`config.mk`:
```
export PLATFORM = sky130hd
export DESIGN_NAME = gmf_ctrl
export DESIGN_NICKNAME = d
export VERILOG_FILES = /design/src/gmf_pkg.sv /design/src/gmf_ctrl.sv
export SDC_FILE = /design/constraint.sdc
export NUM_CORES = 1
export LEC_CHECK = 0
export CAP_MARGIN = 20
export CORE_AREA = 2 2 39 41
export DETAILED_ROUTE_END_ITERATION = 7
export DIE_AREA = 0 0 41 43
export DONT_BUFFER_PORTS = 1
export GPL_TIMING_DRIVEN = 0
export PLACE_DENSITY = 0.47
export SETUP_SLACK_MARGIN = 0.3
export SLEW_MARGIN = 20
export SYNTH_ARGS = -nofsm -noshare
export SYNTH_HDL_FRONTEND = slang
export SYNTH_SLANG_ARGS = --single-unit
```
`constraint.sdc`:
```
create_clock -name clk -period 3.5 [get_ports clk]
set_input_delay 0.35 -clock clk [delete_from_list [all_inputs] [get_ports clk]]
set_output_delay 0.35 -clock clk [all_outputs]
set_load 0.01 [all_outputs]
```
`src/gmf_pkg.sv`:
```
package gmf_pkg;

  localparam int GRID_WORDS_DEF = 4096;
  localparam int WINDOW_MAX = 27;
  localparam int DIM_W = 9;
  localparam int CRD_W = 8;
  localparam int DATA_W = 32;
  localparam int CNT_W = 5;
  localparam int CFG_IDX_W = 2;

  localparam logic [CFG_IDX_W-1:0] REG_DIM_X = 2'd0;
  localparam logic [CFG_IDX_W-1:0] REG_DIM_Y = 2'd1;
  localparam logic [CFG_IDX_W-1:0] REG_DIM_Z = 2'd2;

  localparam logic OP_WRITE = 1'b0;
  localparam logic OP_QUERY = 1'b1;

  typedef enum logic [3:0] {
    ST_IDLE,
    ST_CHECK,
    ST_WRITE,
    ST_GATHER,
    ST_RANK_INIT,
    ST_RANK,
    ST_RANK_EVAL,
    ST_DONE,
    ST_ERROR,
    ST_OUT
  } state_t;

  typedef struct packed {
    logic load;
    logic mem_wr;
    logic gather_start;
    logic gather_step;
    logic rank_init;
    logic rank_step;
    logic rank_eval;
    logic set_result;
    logic set_error;
    logic out_valid;
  } cmd_t;

  typedef struct packed {
    logic is_query;
    logic point_bad;
    logic write_bad;
    logic gather_done;
    logic gather_bad;
    logic rank_last;
    logic cand_found;
    logic cand_exhausted;
  } sts_t;

endpackage

```
`src/gmf_ctrl.sv`:
```
module gmf_ctrl
  import gmf_pkg::*;
(
  input  logic clk,
  input  logic rst_n,
  input  logic in_valid,
  output logic in_stall,
  input  logic out_stall,
  input  sts_t sts,
  output cmd_t cmd
);

  state_t state_r, state_nxt;

  always_ff @(posedge clk) begin
    if (!rst_n) begin
      state_r <= ST_IDLE;
    end else begin
      state_r <= state_nxt;
    end
  end

  always_comb begin
    state_nxt = state_r;
    unique case (state_r)
      ST_IDLE: begin
        if (in_valid) state_nxt = ST_CHECK;
      end
      ST_CHECK: begin
        if (sts.point_bad) state_nxt = ST_ERROR;
        else if (sts.is_query) state_nxt = ST_GATHER;
        else if (sts.write_bad) state_nxt = ST_ERROR;
        else state_nxt = ST_WRITE;
      end
      ST_WRITE: state_nxt = ST_IDLE;
      ST_GATHER: begin
        if (sts.gather_bad) state_nxt = ST_ERROR;
        else if (sts.gather_done) state_nxt = ST_RANK_INIT;
      end
      ST_RANK_INIT: state_nxt = ST_RANK;
      ST_RANK: begin
        if (sts.rank_last) state_nxt = ST_RANK_EVAL;
      end
      ST_RANK_EVAL: begin
        if (sts.cand_found || sts.cand_exhausted) state_nxt = ST_DONE;
        else state_nxt = ST_RANK_INIT;
      end
      ST_DONE: state_nxt = ST_OUT;
      ST_ERROR: state_nxt = ST_OUT;
      ST_OUT: begin
        if (!out_stall) state_nxt = ST_IDLE;
      end
      default: state_nxt = ST_IDLE;
    endcase
  end

  always_comb begin
    cmd = '0;
    in_stall = 1'b1;
    unique case (state_r)
      ST_IDLE: begin
        in_stall = 1'b0;
        cmd.load = in_valid;
      end
      ST_CHECK: cmd.gather_start = sts.is_query && !sts.point_bad;
      ST_WRITE: cmd.mem_wr = 1'b1;
      ST_GATHER: cmd.gather_step = 1'b1;
      ST_RANK_INIT: cmd.rank_init = 1'b1;
      ST_RANK: cmd.rank_step = 1'b1;
      ST_RANK_EVAL: cmd.rank_eval = 1'b1;
      ST_DONE: cmd.set_result = 1'b1;
      ST_ERROR: cmd.set_error = 1'b1;
      ST_OUT: cmd.out_valid = 1'b1;
      default: cmd = '0;
    endcase
  end

endmodule

```
==> results.tsv, run 1 <==
stage	metric	value	unit
detailed_routing	vias	416	
worst_setup_path	path_class	flip-flop to primary output	
timing	period_minus_slack	1.876	ns
worst_setup_path	crit_required	3.15	ns
power_and_ir_drop	irDropWorstVdd	183.0	uV
worst_setup_path	timing.critical_path.to	cmd[7]	
detailed_routing	drc	0	
floorplan	core_area	1384	sq um
synth	ys_seq_elements	4	
worst_setup_path	r2r-end	state_r[2]	
final_layout	area_delta_synth_final	9.341	%
place	dpl.hpwl	811.8	um
timing	slew_headroom	0.6153	
worst_setup_path	start_kind	flip-flop	
clock_network	ctsHtreeMaxLevel	1	
place	portBuffers	0	
floorplan	die_w	41	um
timing	finClkSkew	0.002430	ns
clock_network	cts_tree	done	
synth	yosys_warnings	0	
clock_network	postCtsSetupBuffers	0	
timing	hold_violations	0	
clock_network	cts_sinks	4	
power_and_ir_drop	leakage	0.1826	nW
final_layout	multi_input_area	317.8	sq um
worst_setup_path	startpoint	state_r[1]	
detailed_routing	first_pass_iters	4	
final_layout	top_regs	state_r (4)	
power_and_ir_drop	powerDensity	550.9	nW/um^2
hold_path	min_path_type	primary input to flip-flop	
timing	setup_violations	0	
timing	worst_slack	1.624	ns
grt	grt.overflow.total	0	
worst_setup_path	r2r_slack	1.93	ns
clock_network	clkTransAtPathRegs	0.04	ns
synth	synth_nets	67	
floorplan	num_rows	14	
timing	timing.fmax	533.0	MHz
grt	antenna_found_initial	0	
floorplan	die_area	1763	sq um
detailed_routing	vias_per_cell	5.622	
power_and_ir_drop	power.total	0.2743	mW
final_layout	drive_gt1_frac	0.2586	
timing	timing.final.crit_share	0.5360	
final_layout	ff_latch_area	80.08	sq um
final_layout	final_cell_mix	nor2_1, inv_1, clkbuf_4, a21oi_1, dfxtp_1	
synth	synthCells	55	
timing	fin_hold_ws	0.2187	ns
worst_setup_path	arrival	1.53	ns
worst_setup_path	end_kind	primary output	
worst_setup_path	r2r-start	state_r[2]	
final_layout	diodes	0	
grt	grt_pass1_vias	357	
grt	grt_max_degree	11	
floorplan	dieHeight	43	um
floorplan	initial_core_util	0.3291	
grt	grt_pass1_wl	1649	um
floorplan	io_pins	23	
final_layout	design_area	498.0	sq um
place	dp_slack	1.856	ns
timing	finalSetupTns	0	ns
timing	rsz0062_at_grt	no	
worst_setup_path	worstPathMaxFanout	10	
detailed_routing	wire_per_inst	14.24	um
timing	maxSlewViolCount	0	
synth	avgSynthCellArea	8.281	sq um
place	dpl_cell_area	475.5	sq um
clock_network	insertion_delay	0.24	ns
synth	synthDistinctLibCells	29	
detailed_routing	drt_iter0_drc	9	
run	drv_cap	0	
final_layout	largest_reg_flops	4	
synth	synth_seq_area_share	0.1758	
clock_network	cts_buffers	3	
final_layout	nets	72	
detailed_routing	postRouteAntennaNets	0	
final_layout	top_register	state_r	
outcome	outcome	finished, final reports clean	
synth	syn_area	455.4	sq um
detailed_routing	drt_wl_total	1054	um
final_layout	fillers	149	
place	place.gp.congestion	0.7338	
grt	grt_usage	0.1403	
worst_setup_path	rr_worst_depth	5	
timing	tightestPinTransition	0.5691	ns
clock_network	cts.path.max_buffers	2	
clock_network	holdBufCountCts	0	
clock_network	root_buffer	clkbuf_4	
final_layout	final_common_cell	nor2_1	
clock_network	cts_resized	0	
[synth_stat cells]
master | count | area share
a21oi_1 | 4 | 0.044
a21oi_4 | 1 | 0.036
a311oi_1 | 1 | 0.019
a31oi_1 | 3 | 0.041
a41o_1 | 1 | 0.022
buf_2 | 1 | 0.011
buf_6 | 2 | 0.049
clkbuf_4 | 1 | 0.016
dfxtp_1 | 4 | 0.18
inv_1 | 6 | 0.049
nand2_1 | 1 | 0.0082
nand2b_1 | 3 | 0.041
nand2b_2 | 1 | 0.019
nand2b_4 | 1 | 0.030
nand3b_1 | 1 | 0.016
nor2_1 | 7 | 0.058
nor2_2 | 1 | 0.014
nor3_1 | 1 | 0.011
nor3b_2 | 1 | 0.027
nor4b_1 | 2 | 0.038
nor4bb_4 | 1 | 0.055
o21ai_0 | 3 | 0.033
o21ai_1 | 1 | 0.011
o22a_1 | 1 | 0.019
o2bb2ai_4 | 1 | 0.060
o311a_1 | 1 | 0.022
or3_1 | 2 | 0.027
or3b_1 | 1 | 0.019
or4_4 | 1 | 0.025
[critical path: stages (launching register included)]
cell and delay (ns):
dfxtp_1 0.32, buf_2 0.17, nand2b_2 0.24, nor4b_1 0.55
[layout make-up]
| cell class | count | share of cell area |
|---|---|---|
| buffer | 4 | 0.07035 |
| inverter | 6 | 0.04523 |
| sequential | 4 | 0.1608 |
| multi-input combinational | 41 | 0.6382 |
| tap | 16 | 0.04020 |
| clock buffer | 3 | 0.04523 |
[through the flow]
stage          cells  utilization
2_1_floorplan     55            -
3_3_place_gp      71       0.3436
3_5_place_dp      71       0.3436
4_1_cts           74       0.3599
5_1_grt           74       0.3599
6_report          74       0.3599
[worst min-delay path by stage]
stage,slack (ns),cells past startpoint,endpoint,start
detailed placement,0.47,2,state_r[3],rst_n
CTS,0.23,2,state_r[3],rst_n
finish,0.22,2,state_r[3],rst_n
floorplan,0.46,2,state_r[3],rst_n
global placement,0.47,2,state_r[3],rst_n
global route,0.23,2,state_r[3],rst_n
[cell families (layout without fill, tap and decap cells)]
kind of cell           count (synthesis)  after routing  synth area share
AND/OR/NAND/NOR                       24             24            0.3901
AO/OA/AOI/OAI                         17             17            0.3077
buffers and inverters                 10             13            0.1264
flip-flops                             4              4            0.1758
[where the power goes]
part,switching [mW],internal [mW]
registers,0.00926,0.0557
logic,0.0849,0.0663
clock network,0.0198,0.0384
[layer usage]
layer	vias up	track usage	routed length (um)
met5	-	0	0
met4	0	0.08000	20
met3	2	0.04712	77
met2	15	0.1906	510
met1	194	0.1853	446
li1	205	-	-
Power figures use the tool's default switching activity.
==> run 2: changes to the inputs <==
--- a/config.mk
+++ b/config.mk
@@ -11,7 +11,7 @@
 export DIE_AREA = 0 0 41 43
 export DONT_BUFFER_PORTS = 1
 export GPL_TIMING_DRIVEN = 0
-export PLACE_DENSITY = 0.47
+export PLACE_DENSITY = 0.49
 export SETUP_SLACK_MARGIN = 0.3
 export SLEW_MARGIN = 20
 export SYNTH_ARGS = -nofsm -noshare
==> constraint.sdc (replaced) <==
create_clock -name clk -period 1.69 [get_ports clk]
set_input_delay 0.169 -clock clk [delete_from_list [all_inputs] [get_ports clk]]
set_output_delay 0.169 -clock clk [all_outputs]
set_load 0.01 [all_outputs]
==> results.tsv, run 2 (same netlist as run 1, synthesis figures left out) <==
stage	metric	value	unit	change
hold_path	min_path_type	primary input to flip-flop		
grt	antenna_found_initial	0		unchanged
timing	finClkSkew	0.002562	ns	+0.0001326 ns
worst_setup_path	end_kind	flip-flop		
final_layout	top_register	state_r		
final_layout	top_regs	state_r (4)		
clock_network	cts_tree	done		
grt	grt_pass1_vias	434		+22%
worst_setup_path	timing.critical_path.to	state_r[2]		
detailed_routing	drt_wl_total	1099	um	+4.3%
grt	grt_usage	0.1444		+0.004153
clock_network	cts_buffers	3		unchanged
power_and_ir_drop	leakage	0.2392	nW	+31%
power_and_ir_drop	irDropWorstVdd	352.3	uV	+93%
floorplan	dieHeight	43	um	unchanged
floorplan	num_rows	14		unchanged
worst_setup_path	worstPathMaxFanout	4		-6
timing	timing.fmax	671.3	MHz	
detailed_routing	vias	438		+5.3%
detailed_routing	wire_per_inst	13.91	um	-2.3%
worst_setup_path	crit_family	simple AND/OR/NAND/NOR gates		
worst_setup_path	arrival	1.60	ns	+0.07 ns
worst_setup_path	cpPeakStageDelay	0.60	ns	+0.05 ns
timing	timing.final.crit_share	0.8815		
outcome	outcome	finished, final reports clean		
worst_setup_path	r2r_slack	0.20	ns	-1.73 ns
place	portBuffers	0		unchanged
worst_setup_path	cpMaxStageDelayCell	or4_4		
timing	hold_violations	0		unchanged
worst_setup_path	start_kind	flip-flop		
final_layout	final_util	0.4458		+0.08590
place	place.gp.congestion	0.7294		-0.60%
clock_network	holdBufCountCts	0		unchanged
run	drv_cap	0		unchanged
worst_setup_path	r2r-end	state_r[2]		
worst_setup_path	worstSetupPathDepth	4		+1
final_layout	final_cell_mix	nor2_1, inv_1, buf_4		
worst_setup_path	path_class	flip-flop to flip-flop		
clock_network	clkTransAtPathRegs	0.04	ns	about the same
clock_network	root_buffer	clkbuf_4		
place	placed_cells	71		unchanged
clock_network	ctsHtreeMaxLevel	1		unchanged
clock_network	cts.path.max_buffers	2		unchanged
clock_network	insertion_delay	0.23	ns	about the same
worst_setup_path	r2r-start	state_r[1]		
worst_setup_path	crit_path_cell_trace	or4_4, o2bb2ai_4, nor2_4, a41o_1		
timing	maxSlewViolCount	0		unchanged
clock_network	cts_sinks	4		unchanged
grt	grt_max_degree	11		unchanged
worst_setup_path	critical_path_buf_inv_count	0		-1
detailed_routing	vias_per_cell	5.544		-1.4%
timing	finalSetupTns	0	ns	unchanged
worst_setup_path	crit_required	1.80	ns	-1.35 ns
final_layout	largest_reg_flops	4		unchanged
timing	tightestPinTransition	0.5498	ns	-0.01928 ns
floorplan	die_area	1763	sq um	unchanged
grt	grt.overflow.total	0		unchanged
floorplan	core_area	1384	sq um	unchanged
detailed_routing	first_pass_iters	3		-1
final_layout	final_cells	79		+6.8%
detailed_routing	postRouteAntennaNets	0		unchanged
final_layout	fillers	150		+0.67%
power_and_ir_drop	powerDensity	1098	nW/um^2	+99%
timing	period_minus_slack	1.490	ns	
detailed_routing	drc	0		unchanged
floorplan	initial_core_util	0.3291		unchanged
timing	slew_headroom	0.6283		+0.01304
final_layout	area_delta_synth_final	35.44	%	
final_layout	diodes	0		unchanged
floorplan	io_pins	23		unchanged
power_and_ir_drop	power.total	0.6775	mW	+150%
worst_setup_path	rr_worst_depth	4		-1
grt	grt_pass1_wl	1766	um	+7.1%
final_layout	drive_gt1_frac	0.4921		+0.2334
timing	rsz0062_at_grt	yes		
detailed_routing	drt_iter0_drc	9		unchanged
timing	setup_violations	0		unchanged
final_layout	nets	77		+6.9%
worst_setup_path	startpoint	state_r[1]		
floorplan	die_w	41	um	unchanged
-- run 2: changes by cell type in the layout (fill, tap and decap cells not counted), moves of 2 or more --
cell / change
dfxtp_1: -4
dfxtp_2: +4
nor2_4: +3
nor2_1: -2
o21ai_1: +2
o21ai_0: -2
buf_4: +5
-- run 2: worst reg2reg max path: stages (launching register included) --
cell and delay, ns:
dfxtp_2 0.32, or4_4 0.60, o2bb2ai_4 0.20, nor2_4 0.07, a41o_1 0.18
-- run 2: layout make-up --
type                       instances  area, sq um  share of cell area
tap                               16        20.02             0.03245
sequential                         4        85.08              0.1379
timing repair buffer               5        37.54             0.06085
multi-input combinational         41        380.4              0.6166
inverter                           6        22.52             0.03651
clock buffer                       3        22.52             0.03651
buffer                             4        48.80             0.07911
-- run 2: worst min-delay path by stage --
stage	startpoint	endpoint	depth (start not counted)
after global routing	rst_n	state_r[3]	2
after global placement	rst_n	state_r[3]	2
after floorplan	rst_n	state_r[3]	2
after CTS	rst_n	state_r[3]	2
after detailed placement	rst_n	state_r[3]	2
final	rst_n	state_r[3]	2
-- run 2: stage by stage --
stage | hold slack, ns | cell area, sq um | worst slack (ns)
final | 0.05221 | 616.8 | 0.2002
after global routing | 0.04805 | 616.8 | 0.1491
after CTS | 0.04939 | 565.5 | 0.1744
after detailed placement | 0.2979 | 483.0 | 0.1608
after global placement | 0.2980 | 483.0 | 0.1720
after floorplan | 0.2783 | 462.9 | 0.2999
-- run 2: where the power goes --
part           internal [mW]  leakage [nW]  switching, mW
sequential             0.120        0.0344         0.0231
combinational          0.207         0.191          0.214
clock                 0.0791        0.0138         0.0345
-- run 2: repair_timing --
item                                    CTS  global route
setup buffers                             2             3
resized for setup                        10            12
pin swaps                                 4             6
endpoints found under the setup margin    8            10
-- run 2: layer usage --
layer / GRT usage / vias to the layer above / wire (um)
li1: - / 220 / -
met1: 0.1763 / 201 / 471
met2: 0.2406 / 17 / 543
met3: 0.03141 / 0 / 84
met4: 0.04000 / 0 / 0
met5: 0 / - / 0
==> run 3: changes to the inputs <==
--- a/config.mk
+++ b/config.mk
@@ -12,6 +12,7 @@
 export DONT_BUFFER_PORTS = 1
 export GPL_TIMING_DRIVEN = 0
 export PLACE_DENSITY = 0.49
+export RECOVER_POWER = 50
 export SETUP_SLACK_MARGIN = 0.3
 export SLEW_MARGIN = 20
 export SYNTH_ARGS = -nofsm -noshare
==> results.tsv, run 3 (same netlist as run 1, synthesis figures left out) <==
stage	metric	value	unit	change
outcome	outcome	finished, final reports clean		
power_and_ir_drop	power.total	0.6745	mW	-0.44%
final_layout	diodes	0		unchanged
timing	slew_headroom	0.6280		about the same
floorplan	die_w	41	um	unchanged
grt	antenna_found_initial	0		unchanged
detailed_routing	drc	0		unchanged
grt	grt_usage	0.1444		unchanged
detailed_routing	wire_per_inst	14.00	um	+0.64%
timing	timing.final.crit_share	0.8809		about the same
final_layout	top_register	state_r		
floorplan	io_pins	23		unchanged
clock_network	insertion_delay	0.23	ns	about the same
worst_setup_path	worstPathMaxFanout	4		unchanged
worst_setup_path	crit_path_cell_trace	or4_4, o2bb2ai_4, nor2_4, a41o_1		
floorplan	num_rows	14		unchanged
floorplan	core_area	1384	sq um	unchanged
final_layout	nets	77		unchanged
timing	timing.fmax	671.7	MHz	about the same
timing	maxSlewViolCount	0		unchanged
clock_network	cts_tree	done		
place	portBuffers	0		unchanged
worst_setup_path	path_class	flip-flop to flip-flop		
worst_setup_path	critical_path_buf_inv_count	0		unchanged
worst_setup_path	end_kind	flip-flop		
run	drv_cap	0		unchanged
worst_setup_path	cpPeakStageDelay	0.60	ns	about the same
power_and_ir_drop	leakage	0.2361	nW	-1.3%
final_layout	top_regs	state_r (4)		
final_layout	drive_gt1_frac	0.4762		-0.01587
clock_network	ctsHtreeMaxLevel	1		unchanged
timing	period_minus_slack	1.489	ns	-0.0009910 ns
clock_network	holdBufCountCts	0		unchanged
detailed_routing	vias_per_cell	5.582		+0.68%
power_and_ir_drop	irDropWorstVdd	345.9	uV	-1.8%
timing	setup_violations	0		unchanged
detailed_routing	drt_wl_total	1106	um	+0.64%
grt	grt.overflow.total	0		unchanged
worst_setup_path	start_kind	flip-flop		
worst_setup_path	rr_worst_depth	4		unchanged
place	place.gp.congestion	0.7294		unchanged
clock_network	cts_sinks	4		unchanged
clock_network	clkTransAtPathRegs	0.04	ns	about the same
detailed_routing	vias	441		+0.68%
floorplan	die_area	1763	sq um	unchanged
final_layout	final_cell_mix	nor2_1, inv_1, buf_4		
final_layout	final_util	0.4421		-0.003616
power_and_ir_drop	powerDensity	1102	nW/um^2	+0.37%
worst_setup_path	worstSetupPathDepth	4		unchanged
final_layout	area_delta_synth_final	34.34	%	
grt	grt_pass1_vias	434		unchanged
hold_path	min_path_type	primary input to flip-flop		
clock_network	root_buffer	clkbuf_4		
grt	grt_max_degree	11		unchanged
grt	grt_pass1_wl	1766	um	unchanged
clock_network	cts_buffers	3		unchanged
place	dpl_cell_area	483.0	sq um	unchanged
timing	rsz0062_at_grt	yes		
grt	grt.busiest_layer	met2		
timing	finalSetupTns	0	ns	unchanged
floorplan	dieHeight	43	um	unchanged
hold_path	hold_depth	2		unchanged
timing	hold_violations	0		unchanged
worst_setup_path	crit_family	simple AND/OR/NAND/NOR gates		
grt	use_met3	0.03141		unchanged
detailed_routing	first_pass_iters	4		+1
worst_setup_path	cpMaxStageDelayCell	or4_4		
detailed_routing	postRouteAntennaNets	0		unchanged
worst_setup_path	crit_required	1.80	ns	about the same
final_layout	design_area	611.8	sq um	-0.81%
grt	grt_use_met1	0.1763		unchanged
clock_network	cts.path.max_buffers	2		unchanged
grt	use_met2	0.2406		unchanged
timing	finClkSkew	0.002565	ns	+0.000002940 ns
detailed_routing	drt_iter0_drc	9		unchanged
timing	tightestPinTransition	0.5502	ns	+0.0004206 ns
worst_setup_path	arrival	1.60	ns	about the same
final_layout	largest_reg_flops	4		unchanged
floorplan	initial_core_util	0.3291		unchanged
run 3: repair_timing:
item,in CTS,in global routing
endpoints found under the setup margin,8,10
setup buffers,2,3
pin swaps,4,6
gates resized for setup,10,12
run 3: where the power goes:
group | leakage, nW | internal [mW] | switching (mW)
logic | 0.188 | 0.206 | 0.212
registers | 0.0344 | 0.120 | 0.0231
clock network | 0.0138 | 0.0791 | 0.0344
run 3: path summary, 6_finish.rpt:
| kind | start | end | slack [ns] |
|---|---|---|---|
| setup / recovery | state_r[1] | state_r[2] | 0.20 |
| hold / removal | rst_n | state_r[3] | 0.05 |
| setup reg to reg | state_r[1] | state_r[2] | 0.20 |
| hold reg to reg | state_r[3] | state_r[3] | 0.68 |
run 3: stage by stage:
step	hold slack, ns	instances	setup slack (ns)
after floorplan	0.2783	55	0.2999
after global placement	0.2980	71	0.1720
after detailed placement	0.2979	71	0.1608
after CTS	0.04939	76	0.1744
after global routing	0.04805	79	0.1491
final	0.05175	79	0.2012
run 3: worst reg2reg max path, delay by kind of cell (launching register included):
| family | cells | cell delay (ns) |
|---|---|---|
| DFF | 1 | 0.32 |
| and+or+nand+nor | 2 | 0.67 |
| AOI/OAI and AO/OA | 2 | 0.38 |
run 3: cell type report:
cell class | instances | area (sq um)
well taps | 16 | 20.02
flip-flops and latches | 4 | 85.08
repair buffers | 5 | 37.54
fillers | 151 | 772.0
clock buffers | 3 | 22.52
multi-input cells | 41 | 375.4
plain buffers | 4 | 48.80
inverters | 6 | 22.52
run 3: routing by layer:
| layer | vias to the layer above | share of wire |
|---|---|---|
| li1 | 219 | - |
| met1 | 203 | 0.42 |
| met2 | 19 | 0.50 |
| met3 | 0 | 0.077 |
| met4 | 0 | 0 |
| met5 | - | 0 |
